**config.mk**
```make
export PLATFORM = sky130hd
export DESIGN_NAME = rotated_pattern_occurrence_counter_core
export DESIGN_NICKNAME = d
export VERILOG_FILES = /design/src/sv/rpoc_pkg.sv /design/src/sv/rotated_pattern_occurrence_counter_core.sv /design/src/sv/rpoc_ram.sv /design/src/sv/rpoc_ctrl.sv /design/src/sv/rpoc_dp.sv
export SDC_FILE = /design/constraint.sdc
export NUM_CORES = 1
export LEC_CHECK = 0
export ABC_AREA = 1
export BUFFER_PORTS_ARGS = -buffer_cell sky130_fd_sc_hd__buf_2
export CAP_MARGIN = 20
export CELL_PAD_IN_SITES_DETAIL_PLACEMENT = 0
export CELL_PAD_IN_SITES_GLOBAL_PLACEMENT = 1
export CORE_UTILIZATION = 40
export CTS_CLUSTER_DIAMETER = 30
export DETAILED_ROUTE_END_ITERATION = 16
export GPL_TIMING_DRIVEN = 0
export PLACE_DENSITY_LB_ADDON = 0.12
export SETUP_SLACK_MARGIN = 0.5
export SLEW_MARGIN = 20
export SYNTH_ARGS = -nofsm -noshare
export SYNTH_HDL_FRONTEND = slang
export SYNTH_SLANG_ARGS = --single-unit
export TNS_END_PERCENT = 1
```
**constraint.sdc**
```tcl
create_clock -name aclk -period 16.5 [get_ports aclk]
set_clock_uncertainty 0.2 [all_clocks]
set_input_delay 3.3 -clock aclk [delete_from_list [all_inputs] [get_ports aclk]]
set_output_delay 3.3 -clock aclk [all_outputs]
set_load 0.05 [all_outputs]
```
**src/sv/rpoc_pkg.sv**
```systemverilog
`default_nettype none

package rpoc_pkg;

    // default sizes
    localparam int MAX_PATTERN_DEF = 16;
    localparam int COUNT_BITS_DEF  = 16;

    // field widths
    localparam int MODE_W      = 2;
    localparam int BYTE_W      = 8;
    localparam int SHIFT_W     = 16;
    localparam int SHIFT_CNT_W = $clog2(SHIFT_W);
    localparam int TOTAL_W     = 16;

    // result packing: match_here, total_matches, pattern_overflow
    localparam int OUT_MATCH_BIT = 0;
    localparam int OUT_TOTAL_LSB = 1;
    localparam int OUT_TOTAL_MSB = OUT_TOTAL_LSB + TOTAL_W - 1;
    localparam int OUT_OVF_BIT   = OUT_TOTAL_MSB + 1;
    localparam int OUT_FIELDS_W  = OUT_OVF_BIT + 1;
    localparam int OUT_TDATA_W   = ((OUT_FIELDS_W + 7) / 8) * 8;

    // register map
    localparam int PADDR_W         = 3;
    localparam int PDATA_W         = 32;
    localparam int REG_IDX_W       = PADDR_W - 2;
    localparam int REG_SHIFT_COUNT = 0;

    // character constants
    localparam logic [BYTE_W-1:0] CHAR_UPPER_A = 8'h41;
    localparam logic [BYTE_W-1:0] CHAR_UPPER_Z = 8'h5A;
    localparam logic [BYTE_W-1:0] CASE_OFFSET  = 8'h20;
    localparam logic [BYTE_W-1:0] CHAR_TAB     = 8'h09;
    localparam logic [BYTE_W-1:0] CHAR_CR      = 8'h0D;
    localparam logic [BYTE_W-1:0] CHAR_SPACE   = 8'h20;

    typedef enum logic [MODE_W-1:0] {
        MODE_PATTERN = 2'd0,
        MODE_TEXT    = 2'd1,
        MODE_CLEAR   = 2'd2
    } mode_t;

    typedef enum logic [2:0] {
        ST_IDLE,
        ST_DIV,
        ST_SWEEP,
        ST_DRAIN,
        ST_EXEC
    } ctrl_state_t;

    typedef struct packed {
        logic exec_now;
        logic exec_held;
        logic hold_byte;
        logic div_start;
        logic div_step;
        logic sweep_step;
    } ctrl_cmd_t;

    typedef struct packed {
        logic out_free;
        logic offset_ready;
        logic len_zero;
        logic div_last;
        logic sweep_last;
    } ctrl_stat_t;

    function automatic logic [BYTE_W-1:0] lower_byte(input logic [BYTE_W-1:0] c);
        logic [BYTE_W-1:0] r;
        r = c;
        if (c inside {[CHAR_UPPER_A:CHAR_UPPER_Z]}) begin
            r = c + CASE_OFFSET;
        end
        return r;
    endfunction

    function automatic logic is_blank(input logic [BYTE_W-1:0] c);
        return c inside {[CHAR_TAB:CHAR_CR], CHAR_SPACE};
    endfunction

endpackage

`default_nettype wire

```
**src/sv/rotated_pattern_occurrence_counter_core.sv**
```systemverilog
`default_nettype none

// channel   | direction | tdata (lsb first)                          | tuser
// ----------+-----------+--------------------------------------------+------------------
// s_ input  | in        | [7:0] byte_value                           | [1:0] mode
// m_ result | out       | [0] match_here, [16:1] total_matches,      | none
//           |           | [17] pattern_overflow, [23:18] zero        |
// apb       | in/out    | 0x0 shift_count [15:0]                     |
//
// a pattern, clear or text request is normally executed as it is taken, one request per clock
//   while the output register is free; the first text request after a pattern change is held
//   while the remainder unit works out the rotation offset (one bit of shift_count per cycle),
//   the rotated pattern is copied byte by byte out of the pattern ram, and then the drain
//   state and the execute state follow; the execute state waits for a free output register
// aresetn is synchronous, active low; it clears shift_count, the pattern length,
//   the word run and the match total
// a result waits in an output register; a new request is taken while the result
//   is being taken or the register is empty

module rotated_pattern_occurrence_counter_core #(
    parameter int MAX_PATTERN = rpoc_pkg::MAX_PATTERN_DEF,
    parameter int COUNT_BITS  = rpoc_pkg::COUNT_BITS_DEF
) (
    input  logic                              aclk,
    input  logic                              aresetn,
    // request channel
    input  logic                              s_tvalid,
    output logic                              s_tready,
    input  logic [rpoc_pkg::BYTE_W-1:0]       s_tdata,   // [7:0] byte_value
    input  logic [rpoc_pkg::MODE_W-1:0]       s_tuser,   // [1:0] mode
    // result channel
    output logic                              m_tvalid,
    input  logic                              m_tready,
    output logic [rpoc_pkg::OUT_TDATA_W-1:0]  m_tdata,   // [0] match_here, [16:1] total_matches,
                                                         // [17] pattern_overflow
    // register port
    input  logic                              psel,
    input  logic                              penable,
    input  logic                              pwrite,
    input  logic [rpoc_pkg::PADDR_W-1:0]      paddr,
    input  logic [rpoc_pkg::PDATA_W-1:0]      pwdata,
    output logic [rpoc_pkg::PDATA_W-1:0]      prdata,
    output logic                              pready
);

    import rpoc_pkg::*;

    ctrl_cmd_t             cmd;
    ctrl_stat_t            stat;
    logic [SHIFT_W-1:0]    shift_count_reg;
    logic                  reg_hit;

    // register decode, word aligned
    assign reg_hit = (paddr[PADDR_W-1:2] == REG_IDX_W'(REG_SHIFT_COUNT));
    assign pready  = 1'b1;
    assign prdata  = reg_hit ? PDATA_W'(shift_count_reg) : '0;

    always_ff @(posedge aclk) begin
        if (!aresetn) begin
            shift_count_reg <= '0;
        end else if (psel && penable && pwrite && pready && reg_hit) begin
            shift_count_reg <= pwdata[SHIFT_W-1:0];
        end
    end

    // sequencing of requests, remainder unit and rotation sweep
    rpoc_ctrl u_ctrl (
        .aclk     (aclk),
        .aresetn  (aresetn),
        .s_tvalid (s_tvalid),
        .s_mode   (s_tuser),
        .s_tready (s_tready),
        .stat     (stat),
        .cmd      (cmd)
    );

    // pattern ram, window compare, counters and result register
    rpoc_dp #(
        .MAX_PATTERN (MAX_PATTERN),
        .COUNT_BITS  (COUNT_BITS)
    ) u_dp (
        .aclk        (aclk),
        .aresetn     (aresetn),
        .cmd         (cmd),
        .stat        (stat),
        .in_mode     (s_tuser),
        .in_byte     (s_tdata),
        .shift_count (shift_count_reg),
        .out_ready   (m_tready),
        .out_valid   (m_tvalid),
        .out_data    (m_tdata)
    );

    // a pattern request always invalidates the latched rotation
    a_pattern_drops_offset: assert property (@(posedge aclk) disable iff (!aresetn)
        (s_tvalid && s_tready && s_tuser == MODE_PATTERN) |=> !stat.offset_ready)
        else $error("rotation offset still marked ready after pattern request");

    // a reported occurrence always leaves a nonzero total
    a_match_counts: assert property (@(posedge aclk) disable iff (!aresetn)
        (m_tvalid && m_tdata[OUT_MATCH_BIT]) |-> (m_tdata[OUT_TOTAL_MSB:OUT_TOTAL_LSB] != '0))
        else $error("match reported with zero total");

    // overflow and match come from different request kinds
    a_match_ovf_excl: assert property (@(posedge aclk) disable iff (!aresetn)
        m_tvalid |-> !(m_tdata[OUT_MATCH_BIT] && m_tdata[OUT_OVF_BIT]))
        else $error("match and overflow on one result");

    // no request is taken while the rotation is being worked out
    a_busy_no_accept: assert property (@(posedge aclk) disable iff (!aresetn)
        (cmd.div_step || cmd.sweep_step) |-> !s_tready)
        else $error("request taken during rotation setup");

endmodule

`default_nettype wire

```
**src/sv/rpoc_ram.sv**
```systemverilog
`default_nettype none

module rpoc_ram #(
    parameter int WIDTH = 8,
    parameter int DEPTH = 16,
    localparam int AW   = (DEPTH > 1) ? $clog2(DEPTH) : 1
) (
    input  logic             aclk,
    input  logic             we,
    input  logic [AW-1:0]    waddr,
    input  logic [WIDTH-1:0] wdata,
    input  logic [AW-1:0]    raddr,
    output logic [WIDTH-1:0] rdata
);

    logic [WIDTH-1:0] mem_reg [DEPTH];
    logic [WIDTH-1:0] rdata_reg;

    always_ff @(posedge aclk) begin
        if (we) begin
            mem_reg[waddr] <= wdata;
        end
        rdata_reg <= mem_reg[raddr];
    end

    assign rdata = rdata_reg;

endmodule

`default_nettype wire

```
**src/sv/rpoc_ctrl.sv**
```systemverilog
`default_nettype none

module rpoc_ctrl (
    input  logic                              aclk,
    input  logic                              aresetn,
    input  logic                              s_tvalid,
    input  logic [rpoc_pkg::MODE_W-1:0]       s_mode,
    output logic                              s_tready,
    input  rpoc_pkg::ctrl_stat_t              stat,
    output rpoc_pkg::ctrl_cmd_t               cmd
);

    import rpoc_pkg::*;

    ctrl_state_t state_reg, state_next;

    always_ff @(posedge aclk) begin
        if (!aresetn) begin
            state_reg <= ST_IDLE;
        end else begin
            state_reg <= state_next;
        end
    end

    always_comb begin
        state_next = state_reg;
        cmd        = '0;
        s_tready   = 1'b0;
        case (state_reg)
            ST_IDLE: begin
                s_tready = stat.out_free;
                if (s_tvalid && stat.out_free) begin
                    // first text byte after a pattern change needs the rotation
                    if (s_mode == MODE_TEXT && !stat.offset_ready && !stat.len_zero) begin
                        cmd.hold_byte = 1'b1;
                        cmd.div_start = 1'b1;
                        state_next    = ST_DIV;
                    end else begin
                        cmd.exec_now = 1'b1;
                    end
                end
            end
            ST_DIV: begin
                cmd.div_step = 1'b1;
                if (stat.div_last) begin
                    state_next = ST_SWEEP;
                end
            end
            ST_SWEEP: begin
                cmd.sweep_step = 1'b1;
                if (stat.sweep_last) begin
                    state_next = ST_DRAIN;
                end
            end
            ST_DRAIN: begin
                state_next = ST_EXEC;
            end
            ST_EXEC: begin
                if (stat.out_free) begin
                    cmd.exec_held = 1'b1;
                    state_next    = ST_IDLE;
                end
            end
            default: begin
                state_next = ST_IDLE;
            end
        endcase
    end

endmodule

`default_nettype wire

```
**src/sv/rpoc_dp.sv**
```systemverilog
`default_nettype none

module rpoc_dp #(
    parameter int MAX_PATTERN = 16,
    parameter int COUNT_BITS  = 16,
    localparam int LEN_W      = $clog2(MAX_PATTERN + 1),
    localparam int AW         = (MAX_PATTERN > 1) ? $clog2(MAX_PATTERN) : 1
) (
    input  logic                               aclk,
    input  logic                               aresetn,
    input  rpoc_pkg::ctrl_cmd_t                cmd,
    output rpoc_pkg::ctrl_stat_t               stat,
    input  logic [rpoc_pkg::MODE_W-1:0]        in_mode,
    input  logic [rpoc_pkg::BYTE_W-1:0]        in_byte,
    input  logic [rpoc_pkg::SHIFT_W-1:0]       shift_count,
    input  logic                               out_ready,
    output logic                               out_valid,
    output logic [rpoc_pkg::OUT_TDATA_W-1:0]   out_data
);

    import rpoc_pkg::*;

    localparam logic [LEN_W-1:0] MAX_LEN = LEN_W'(MAX_PATTERN);

    // pattern length, offset and word state
    logic [LEN_W-1:0]      len_reg, len_next;
    logic                  offset_ready_reg, offset_ready_next;
    logic [LEN_W-1:0]      offset_reg;
    logic [LEN_W-1:0]      run_reg, run_next;
    logic [COUNT_BITS-1:0] count_reg, count_next;
    logic [BYTE_W-1:0]     byte_reg;

    // remainder unit
    logic [SHIFT_CNT_W-1:0] div_cnt_reg;
    logic [LEN_W-1:0]       rem_reg;
    logic [LEN_W:0]         trial;
    logic [LEN_W-1:0]       rem_step;

    // rotation sweep
    logic [LEN_W-1:0] sweep_idx_reg;
    logic             rd_valid_reg;
    logic [LEN_W-1:0] rd_idx_reg;
    logic [LEN_W:0]   pos_sum;
    logic [LEN_W-1:0] pos;
    logic [LEN_W-1:0] kpos;
    logic [BYTE_W-1:0] ram_rdata;

    // rotated pattern and text window, entry 0 newest
    logic [BYTE_W-1:0] rot_reg [MAX_PATTERN];
    logic [BYTE_W-1:0] win_reg [MAX_PATTERN];
    logic [BYTE_W-1:0] win_shift [MAX_PATTERN];
    logic              win_shift_en;

    // item execution
    logic              exec;
    logic [MODE_W-1:0] ex_mode;
    logic [BYTE_W-1:0] ex_byte;
    logic [LEN_W-1:0]  run_inc;
    logic              all_eq;
    logic              win_hit;
    logic              hit;
    logic              ovf;
    logic              ram_we;

    // result register
    logic               out_valid_reg;
    logic               match_reg;
    logic [TOTAL_W-1:0] total_reg;
    logic               ovf_reg;

    rpoc_ram #(
        .WIDTH (BYTE_W),
        .DEPTH (MAX_PATTERN)
    ) u_pattern_ram (
        .aclk  (aclk),
        .we    (ram_we),
        .waddr (len_reg[AW-1:0]),
        .wdata (lower_byte(ex_byte)),
        .raddr (sweep_idx_reg[AW-1:0]),
        .rdata (ram_rdata)
    );

    // one remainder bit per cycle, msb first
    assign trial    = {rem_reg, shift_count[div_cnt_reg]};
    assign rem_step = (trial >= {1'b0, len_reg}) ? LEN_W'(trial - {1'b0, len_reg})
                                                 : trial[LEN_W-1:0];

    // pattern entry src lands at window slot len-1-((src+offset) mod len)
    assign pos_sum = {1'b0, rd_idx_reg} + {1'b0, offset_reg};
    assign pos     = (pos_sum >= {1'b0, len_reg}) ? LEN_W'(pos_sum - {1'b0, len_reg})
                                                  : pos_sum[LEN_W-1:0];
    assign kpos    = len_reg - LEN_W'(1) - pos;

    assign exec    = cmd.exec_now | cmd.exec_held;
    assign ex_mode = cmd.exec_held ? MODE_W'(MODE_TEXT) : in_mode;
    assign ex_byte = cmd.exec_held ? byte_reg : in_byte;
    assign run_inc = (run_reg < MAX_LEN) ? run_reg + LEN_W'(1) : run_reg;

    always_comb begin
        win_shift[0] = ex_byte;
        for (int k = 1; k < MAX_PATTERN; k++) begin
            win_shift[k] = win_reg[k-1];
        end
    end

    always_comb begin
        all_eq = 1'b1;
        for (int k = 0; k < MAX_PATTERN; k++) begin
            if (LEN_W'(k) < len_reg && rot_reg[k] != win_shift[k]) begin
                all_eq = 1'b0;
            end
        end
        win_hit = (len_reg != '0) && (run_inc >= len_reg) && all_eq;
    end

    always_comb begin
        len_next          = len_reg;
        offset_ready_next = offset_ready_reg;
        run_next          = run_reg;
        count_next        = count_reg;
        win_shift_en      = 1'b0;
        hit               = 1'b0;
        ovf               = 1'b0;
        ram_we            = 1'b0;
        if (exec) begin
            case (ex_mode)
                MODE_PATTERN: begin
                    if (len_reg < MAX_LEN) begin
                        len_next = len_reg + LEN_W'(1);
                        ram_we   = 1'b1;
                    end else begin
                        ovf = 1'b1;
                    end
                    offset_ready_next = 1'b0;
                end
                MODE_TEXT: begin
                    offset_ready_next = 1'b1;
                    if (is_blank(ex_byte)) begin
                        run_next = '0;
                    end else begin
                        win_shift_en = 1'b1;
                        run_next     = run_inc;
                        hit          = win_hit;
                        if (win_hit && count_reg != '1) begin
                            count_next = count_reg + COUNT_BITS'(1);
                        end
                    end
                end
                MODE_CLEAR: begin
                    len_next          = '0;
                    offset_ready_next = 1'b0;
                    run_next          = '0;
                    count_next        = '0;
                end
                default: begin
                end
            endcase
        end
    end

    always_ff @(posedge aclk) begin
        if (!aresetn) begin
            len_reg          <= '0;
            offset_ready_reg <= 1'b0;
            run_reg          <= '0;
            count_reg        <= '0;
            rd_valid_reg     <= 1'b0;
            out_valid_reg    <= 1'b0;
        end else begin
            len_reg          <= len_next;
            offset_ready_reg <= offset_ready_next;
            run_reg          <= run_next;
            count_reg        <= count_next;
            rd_valid_reg     <= cmd.sweep_step;
            if (exec) begin
                out_valid_reg <= 1'b1;
            end else if (out_ready) begin
                out_valid_reg <= 1'b0;
            end
        end
    end

    always_ff @(posedge aclk) begin
        if (cmd.hold_byte) begin
            byte_reg <= in_byte;
        end
        if (cmd.div_start) begin
            rem_reg     <= '0;
            div_cnt_reg <= SHIFT_CNT_W'(SHIFT_W - 1);
        end else if (cmd.div_step) begin
            rem_reg     <= rem_step;
            div_cnt_reg <= div_cnt_reg - SHIFT_CNT_W'(1);
            if (stat.div_last) begin
                offset_reg    <= rem_step;
                sweep_idx_reg <= '0;
            end
        end
        if (cmd.sweep_step) begin
            sweep_idx_reg <= sweep_idx_reg + LEN_W'(1);
            rd_idx_reg    <= sweep_idx_reg;
        end
        if (rd_valid_reg) begin
            rot_reg[kpos[AW-1:0]] <= ram_rdata;
        end
        if (win_shift_en) begin
            win_reg <= win_shift;
        end
        if (exec) begin
            match_reg <= hit;
            total_reg <= TOTAL_W'(count_next);
            ovf_reg   <= ovf;
        end
    end

    assign stat.out_free     = !out_valid_reg || out_ready;
    assign stat.offset_ready = offset_ready_reg;
    assign stat.len_zero     = (len_reg == '0);
    assign stat.div_last     = (div_cnt_reg == '0);
    assign stat.sweep_last   = (sweep_idx_reg == len_reg - LEN_W'(1));

    assign out_valid = out_valid_reg;
    assign out_data  = {{(OUT_TDATA_W - OUT_FIELDS_W){1'b0}}, ovf_reg, total_reg, match_reg};

endmodule

`default_nettype wire
```
==> results of run 1 <==
==> cell families after synthesis <==
logic type,Yosys count,share of synthesized area (%)
compound gates,206,5.88
xor+xnor,119,5.02
fa+ha+maj,41,2.61
buf+inv,269,5.48
flops,482,66.6
mux,13,0.627
other cells,2,0.0362
simple gates,667,13.8
==> where the power goes <==
| part | total [mW] | leakage (nW) | internal, mW | switching [mW] |
|---|---|---|---|---|
| logic | 0.318 | 4.03 | 0.0997 | 0.218 |
| registers | 1.40 | 4.31 | 1.37 | 0.0280 |
| clock network | 2.04 | 1.72 | 1.40 | 0.639 |
==> Yosys cell counts (3+ instances only) <==
cell      instances
nand3b_1          3
xnor2_1          89
nand2_2          13
inv_1           195
edfxtp_1        417
o221ai_1         12
xor2_1           30
nor2_2            4
buf_1             6
nand2_1         294
o32ai_1          20
a21oi_1          58
nand3_1          68
fa_1              4
inv_2             4
nor3_1           14
ha_1             37
o21ai_0          90
o21ai_2           5
clkinv_1          4
dfxtp_1          65
nand3_2           4
buf_4            25
or2_2             5
mux2i_1          13
o211ai_1          8
nor2_1          228
nand2_4           5
nand4_1          18
clkbuf_1         29
==> path summary, 6_finish.rpt <==
kind / end / cells past startpoint / slack (ns) / from
min: u_dp.rd_idx_reg[2] / 0 / 0.25 / u_dp.sweep_idx_reg[2]
min reg2reg: u_dp.rd_idx_reg[2] / 0 / 0.25 / u_dp.sweep_idx_reg[2]
max: prdata[13] / 4 / 8.77 / paddr[2]
max reg2reg: u_dp.rot_reg[14][7] / 18 / 11.37 / u_dp.rd_idx_reg[2]
==> final cells by class <==
cell class | count | area share (%)
buffer | 64 | 1.41
clock buffer | 135 | 11.3
clock inverter | 61 | 2.44
inverter | 205 | 3.02
multi-input combinational | 1069 | 22.9
sequential | 482 | 53.8
tap | 680 | 3.31
timing repair buffer | 84 | 1.85
==> per-layer routing <==
layer / part of all wire [%] / GRT usage, % / wire [microns] / up-vias
li1: - / - / - / 6572
met1: 44 / 24.2 / 21700 / 6393
met2: 50 / 32.1 / 24300 / 231
met3: 3.8 / 3.84 / 1870 / 68
met4: 1.8 / 6.29 / 888 / 0
met5: 0 / 0 / 0 / -
==> per-stage QoR <==
step | power, mW | setup slack [ns] | util [%]
after floorplan | 1.65 | 3.14 | -
after global placement | 1.74 | -2.57 | 43.0
after detailed placement | 1.74 | 8.75 | 43.2
after CTS | 3.79 | 8.74 | 50.1
after global routing | 3.90 | 8.59 | 50.1
final | 3.75 | 8.77 | 50.1
==> out/metrics.cfg, run 1 <==
[critical_path]
max_stage_delay_ns=0.37
start_kind=input pin
crit_buf_inv=3
path_common_cell=clkbuf_1
crit_path_end_kind=output port
critPathMaxFanout=10
crit_arrival_ns=4.23
crit_family=buffers and inverters
worst_path_max_delay_cell=clkbuf_1
crit_required_ns=13.00
crit_chain=clkbuf_1 -> clkbuf_1 -> nor2_1 -> buf_2
timing_worst_setup_path_type=in2out

[grt]
grt_pass1_vias=13408
grt_max_degree=24
grt_remaining_overflow=0
antenna_found_initial=0
grt_pass1_wl_microns=75900
track_usage_pct=19.0

[cells_and_area]
fin_nets=2106
multi_input_area_sq_mm=0.00590
mostFrequentLayoutCells=edfxtp_1, nand2_1, nor2_1, inv_1, clkbuf_16
insertedDiodeCount=0
drive_above_1_share_pct=15.6
fin_area_sq_mm=0.0257
final-seq-area_sq_mm=0.0138
synthToLayoutAreaGrowth_pct=23.8
fin_cells=2780
final_common_cell=edfxtp_1
fillers=4598

[synth]
yosysWarnings=0
seq_area_frac_synth_pct=66.6
avgSynthCellArea_sq_um=11.5
synth_top_area_cell=edfxtp_1
yosysTopAreaCellShare_pct=60.3
synth_edf_count=417
synthFlopType=edfxtp_1
synth_cell_type_count=52
ys_ff_latch=482
ys_top_cells_by_area=edfxtp_1, dfxtp_1, nand2_1
synth.cell_area_sq_mm=0.0208
async_flop_share_pct=0
syn-instance-count=1799

[timing]
fmax_mhz=129
worst_pin_slew_ns=0.916
rsz0062_at_grt=false
finalCritPeriodShare_pct=46.9
min_period_ns=7.73
final-setup-viol-count=0
holdWs_ns=0.247
maxSlewViolCount=0
slew_headroom_pct=38.7
timing_hold_violations_final=0
setup-tns-final_ns=0

[routing]
drtPass1Iterations=5
wl_per_cell_microns=17.5
drc=0
finalWirelength_microns=48700
num_vias=13264
ant_nets=0
viasPerCell=4.77
first_iter_violations=790

[floorplan]
start_util_pct=40.5
die_area_sq_mm=0.0528
die_h_microns=230
rows=83
coreArea_sq_mm=0.0513
die_w_microns=230
io_pins=111

[placement]
placed_area_sq_mm=0.0222
place_congestion=0.822
portBuffers=68
dp.cells=2584
hpwlAfterDp_microns=33400

[run_status]
status=finished, final reports clean

[hold_path]
min_path_type=reg2reg

[run]
drv_cap=0

[clocking]
cts_setup_buffers=0
postCtsHoldBufs=0
clk_pin_slew_ns=0.04
htreeDepth=3
cts_sinks=482
cts.repair.resized=0
numCtsBuffers=107
cts_tree=yes
cts_max_path_buffers=3
clk_latency_ns=0.63
cts_root_buf=clkbuf_16

[pwr]
cellLeakagePower_nw=10.1
ir_drop_mv=0.0961
power_density_mw_per_mm2=146

Note: power is estimated with default switching activity, not from simulation.
==> run 2, diff against run 1 <==
==> constraint.sdc (replaced) <==
create_clock -name aclk -period 7.92 [get_ports aclk]
set_clock_uncertainty 0.2 [all_clocks]
set_input_delay 1.584 -clock aclk [delete_from_list [all_inputs] [get_ports aclk]]
set_output_delay 1.584 -clock aclk [all_outputs]
set_load 0.05 [all_outputs]
==> run 2 against run 1 <==
Net effect: register-to-register slack lost 8.7 ns; power up 120%; first-iteration DRC count fell by 1.4%; critical path type is now reg2reg.
==> out/metrics.cfg, run 2 (synthesis gave the netlist of run 1 again) <==
[grt]
antenna_found_initial=0  ; unchanged
grt_pass1_wl_microns=75500  ; -0.57%
grt_remaining_overflow=0  ; unchanged
grt_pass1_vias=13336  ; -0.54%
track_usage_pct=18.8  ; -0.12 points
grt_max_degree=24  ; unchanged

[routing]
wl_per_cell_microns=17.4  ; -0.57%
drtPass1Iterations=5  ; unchanged
viasPerCell=4.77  ; about the same
finalWirelength_microns=48500  ; -0.32%
drc=0  ; unchanged
first_iter_violations=779  ; -1.4%
num_vias=13298  ; +0.26%
ant_nets=0  ; unchanged

[critical_path]
rr_worst_depth=15  ; -3
timing_worst_setup_path_type=reg2reg
r2r_end=u_dp.rot_reg[15][6]
start_kind=flip-flop
critPathMaxFanout=8  ; -2
crit_required_ns=7.97  ; -5.03 ns
crit_start=u_dp.rd_idx_reg[0]
reg2reg_from=u_dp.rd_idx_reg[0]
crit_arrival_ns=5.34  ; +1.11 ns
rrSetupSlack_ns=2.63  ; -8.74 ns
crit_path_end_kind=flip-flop

[timing]
slew_headroom_pct=33.4  ; -5.4 points
holdWs_ns=0.255  ; +0.00744 ns
timing_hold_violations_final=0  ; unchanged
min_period_ns=5.29
final-setup-viol-count=0  ; unchanged
fmax_mhz=189
rsz0062_at_grt=false
finalCritPeriodShare_pct=66.9
setup-tns-final_ns=0  ; unchanged
worst_pin_slew_ns=0.996  ; +0.0803 ns
maxSlewViolCount=0  ; unchanged

[hold_path]
worstHoldPathCells=0  ; unchanged
min_path_type=reg2reg
min_to=u_dp.rd_idx_reg[4]
hold_start=u_dp.sweep_idx_reg[4]

[placement]
hpwlAfterDp_microns=33200  ; -0.42%
portBuffers=68  ; unchanged
dp.cells=2579  ; -0.19%
placed_area_sq_mm=0.0222  ; about the same
place_congestion=0.812  ; -1.2%

[cells_and_area]
fin_cells=2787  ; +0.25%
drive_above_1_share_pct=16.2  ; +0.61 points
fin_area_sq_mm=0.0260  ; +1.2%
post-route-util_pct=50.7  ; +0.60 points
fin_nets=2103  ; -0.14%
final_common_cell=edfxtp_1
mostFrequentLayoutCells=edfxtp_1, nand2_1, nor2_1, inv_1, clkbuf_16
synthToLayoutAreaGrowth_pct=25.3
insertedDiodeCount=0  ; unchanged

[floorplan]
coreArea_sq_mm=0.0513  ; unchanged
die_w_microns=230  ; unchanged
rows=83  ; unchanged
io_pins=111  ; unchanged
die_area_sq_mm=0.0528  ; unchanged
die_h_microns=230  ; unchanged
start_util_pct=40.5  ; unchanged

[clocking]
postCtsHoldBufs=0  ; unchanged
htreeDepth=3  ; unchanged
cts_tree=yes
clk_latency_ns=0.65  ; +0.02 ns
numCtsBuffers=109  ; +1.9%
cts_max_path_buffers=3  ; unchanged
cts.repair.resized=0  ; unchanged
cts_root_buf=clkbuf_16
cts_setup_buffers=0  ; unchanged
clk_pin_slew_ns=0.05  ; about the same
cts_sinks=482  ; unchanged

[run]
drv_cap=0  ; unchanged

[pwr]
cellLeakagePower_nw=10.2  ; +1.3%
pwr-share-seq_pct=35.8  ; -1.5 points
clockPowerShare_pct=56.2  ; +2.0 points
power_density_mw_per_mm2=313  ; +110%
p_switching_mw=1.93  ; +120%
combPwrFrac_pct=8.1  ; -0.4 points
ir_drop_mv=0.252  ; +160%
swShare_pct=23.7  ; +0.11 points
intPower_mw=6.22  ; +120%

[run_status]
status=finished, final reports clean

## run 2: changes by cell type in the layout (fill, tap and decap cells not counted), sizes merged
cell and delta:
buf -5, bufinv +6, clkbuf -4, clkinv +1, clkinvlp +1, inv +8
## run 2: worst max-delay path, cell delays in order, from the launching register on
cell and delay, ns:
edfxtp_1 0.37, ha_1 0.25, fa_1 0.57, fa_1 0.49, o211ai_1 0.19, nand3_1 0.10, a211oi_1 0.21, nand2_1 0.20
o21ai_0 0.26, ha_1 0.31, a21oi_1 0.15, nand2_1 0.09, xor2_1 0.38, xnor2_1 0.20, nand2_1 0.15, nor2_1 0.77
## run 2: per-stage QoR
step           total power [mW]  setup slack (ns)
2_1_floorplan              3.43              1.83
3_3_place_gp               3.61            -0.643
3_5_place_dp               3.62              2.69
4_1_cts                    8.24              2.67
5_1_grt                    8.47              2.21
6_report                   8.16              2.63
## run 2: how the worst max path moves through the flow
stage / endpoint
after floorplan: u_dp.win_reg[100]
after global placement: u_dp.win_reg[84]
after detailed placement: u_dp.rot_reg[15][1]
after CTS: u_dp.rot_reg[15][0]
after global routing: u_dp.rot_reg[15][0]
final: u_dp.rot_reg[15][6]
## run 2: power by group through the flow
stage          registers (mW)  logic (mW)  clock network [mW]
6_report                 2.92       0.657                4.58
5_1_grt                  2.93       0.747                4.80
3_5_place_dp             2.96       0.662                   0
4_1_cts                  2.92       0.665                4.66
3_3_place_gp             2.97       0.646                   0
2_1_floorplan            2.99       0.448                   0
## run 2: final cells by class
type,count,area [sq um]
fill,4614,25300
sequential,482,13800
multi-input combinational,1069,5900
clock buffer,131,2900
clock inverter,77,917
tap,680,851
inverter,205,777
timing repair buffer,79,490
buffer,64,362
## run 2: routing by layer
| metal | vias up | GRT usage, % | wire length [microns] |
|---|---|---|---|
| met2 | 236 | 31.3 | 23700 |
| met5 | - | 0 | 0 |
| met4 | 0 | 7.10 | 1190 |
| met1 | 6412 | 23.9 | 21800 |
| met3 | 90 | 4.37 | 1870 |
| li1 | 6560 | - | - |
==> run 3, diff against run 2 <==
==> constraint.sdc (replaced) <==
create_clock -name aclk -period 5.5 [get_ports aclk]
set_clock_uncertainty 0.2 [all_clocks]
set_input_delay 1.1 -clock aclk [delete_from_list [all_inputs] [get_ports aclk]]
set_output_delay 1.1 -clock aclk [all_outputs]
set_load 0.05 [all_outputs]
==> run 3 against run 2 <==
Net effect: via count hardly changed; global-route usage is 0.072 points higher; power is 45% higher; first-iteration DRC count is 3.2% higher; critical endpoint is now u_dp.rot_reg[6][0]; largest cell class unchanged; highest routed layer unchanged.
==> out/metrics.cfg, run 3 (synthesis gave the netlist of run 1 again) <==
[run_status]
status=finished, final reports clean

[critical_path]
endpoint=u_dp.rot_reg[6][0]
crit_path_end_kind=flip-flop
rrSetupSlack_ns=0.70  ; -1.93 ns
start_kind=flip-flop
crit_start=u_dp.rd_idx_reg[0]
reg2reg_from=u_dp.rd_idx_reg[0]
r2r_end=u_dp.rot_reg[6][0]
timing_worst_setup_path_type=reg2reg
critPathMaxFanout=8  ; unchanged
rr_worst_depth=13  ; -2
crit_required_ns=5.58  ; -2.39 ns
crit_arrival_ns=4.88  ; -0.46 ns

[pwr]
intPower_mw=9.01  ; +45%
pwr-share-seq_pct=35.5  ; -0.3 points
power_density_mw_per_mm2=449  ; +43%
p_switching_mw=2.82  ; +46%
cellLeakagePower_nw=10.2  ; +0.59%
combPwrFrac_pct=8.6  ; +0.5 points
swShare_pct=23.8  ; +0.14 points
ir_drop_mv=0.308  ; +22%
clockPowerShare_pct=55.9  ; -0.3 points
p_total_mw=11.8  ; +45%

[floorplan]
start_util_pct=40.5  ; unchanged
die_h_microns=230  ; unchanged
rows=83  ; unchanged
coreArea_sq_mm=0.0513  ; unchanged
die_area_sq_mm=0.0528  ; unchanged
io_pins=111  ; unchanged
die_w_microns=230  ; unchanged

[cells_and_area]
synthToLayoutAreaGrowth_pct=27.0
fin_nets=2106  ; +0.14%
final_common_cell=edfxtp_1
insertedDiodeCount=0  ; unchanged
drive_above_1_share_pct=17.7  ; +1.5 points
mostFrequentLayoutCells=edfxtp_1, nand2_1, nor2_1, inv_1, clkbuf_16

[timing]
finalCritPeriodShare_pct=87.3  ; +20 points
timing_hold_violations_final=0  ; unchanged
fin_ws_ns=0.700  ; -1.93 ns
slew_headroom_pct=31.7  ; -1.7 points
maxSlewViolCount=0  ; unchanged
rsz0062_at_grt=true
fmax_mhz=208  ; +10%
min_period_ns=4.80  ; -0.495 ns
worst_pin_slew_ns=1.02  ; +0.0276 ns
final-setup-viol-count=0  ; unchanged

[routing]
ant_nets=0  ; unchanged
first_iter_violations=804  ; +3.2%
finalWirelength_microns=48800  ; +0.57%
drc=0  ; unchanged
drtPass1Iterations=5  ; unchanged
viasPerCell=4.78  ; +0.12%
num_vias=13295  ; -0.023%
wl_per_cell_microns=17.5  ; +0.71%

[placement]
place_congestion=0.831  ; +2.4%
dp_slack_ns=0.294  ; -2.40 ns
portBuffers=68  ; unchanged
hpwlAfterDp_microns=33300  ; +0.16%

[clocking]
cts_sinks=482  ; unchanged
clk_latency_ns=0.64  ; about the same
cts_max_path_buffers=3  ; unchanged
clk_pin_slew_ns=0.05  ; about the same
htreeDepth=3  ; unchanged
cts_root_buf=clkbuf_16
postCtsHoldBufs=0  ; unchanged
numCtsBuffers=106  ; -2.8%
cts_tree=yes

[grt]
grt_max_degree=24  ; unchanged
grt_pass1_vias=13479  ; +1.1%
antenna_found_initial=0  ; unchanged
grt_remaining_overflow=0  ; unchanged
grt_pass1_wl_microns=76000  ; +0.65%
track_usage_pct=18.9  ; +0.072 points

[run]
drv_cap=0  ; unchanged

[hold_path]
min_path_type=reg2reg

==> run 3: per-stage QoR <==
step                util, %  hold slack [ns]  instances  instance area (sq um)  setup TNS, ns
detailed placement     43.4            0.238       2578                  22300              0
CTS                    50.8            0.254       2776                  26100              0
finish                 51.4            0.253       2783                  26400              0
global route           51.4            0.266       2783                  26400              0
floorplan                 -            0.224       1820                  20900              0
global placement       43.1            0.232       2568                  22100        -244.12
==> run 3: per-layer routing <==
layer,up-vias,global-route usage [%],part of all wire [%]
li1,6570,-,-
met1,6418,24.8,45
met2,234,31.1,49
met3,73,3.98,3.8
met4,0,6.35,2.0
met5,-,0,0
==> run 3: power by group through the flow <==
stage	clock (mW)	sequential, mW	combinational (mW)
after floorplan	0	4.30	0.649
after global placement	0	4.27	0.933
after detailed placement	0	4.27	0.965
after CTS	6.72	4.20	0.970
after global routing	6.89	4.21	1.14
final	6.61	4.20	1.02
==> run 3: how the worst min path moves through the flow <==
stage	cells after the start	to	slack, ns	startpoint
final	0	u_dp.rd_idx_reg[4]	0.25	u_dp.sweep_idx_reg[4]
after global routing	0	u_dp.rd_idx_reg[2]	0.27	u_dp.sweep_idx_reg[2]
after CTS	0	u_dp.rd_idx_reg[4]	0.25	u_dp.sweep_idx_reg[4]
after detailed placement	0	u_dp.rd_idx_reg[4]	0.24	u_dp.sweep_idx_reg[4]
after global placement	0	u_dp.rd_idx_reg[4]	0.23	u_dp.sweep_idx_reg[4]
after floorplan	0	u_dp.rd_idx_reg[2]	0.22	u_dp.sweep_idx_reg[2]
==> run 3: cell type report <==
cell class	count	area, sq um
multi-input combinational	1069	6120
fill	4498	24900
clock inverter	75	1030
tap	680	851
buffer	64	365
sequential	482	13800
inverter	205	790
timing repair buffer	85	631
clock buffer	123	2770
==> run 3: what timing repair did <==
action | 4_1_cts | 5_1_grt
cloned | 0 | 0
setup endpoints to repair | 127 | 128
setup buffers | 0 | 7
pin swaps | 0 | 9
resized for setup | 1 | 40
==> run 3: worst max-delay path, cell delays in order (launching register included) <==
cell	delay [ns]
edfxtp_1	0.38
ha_1	0.24
fa_1	0.56
fa_1	0.49
o211ai_1	0.19
nand3_1	0.10
a211oi_1	0.20
nand2_1	0.21
a21oi_1	0.25
ha_1	0.17
inv_1	0.06
fa_1	0.56
nand3_1	0.42
nor2_4	0.41
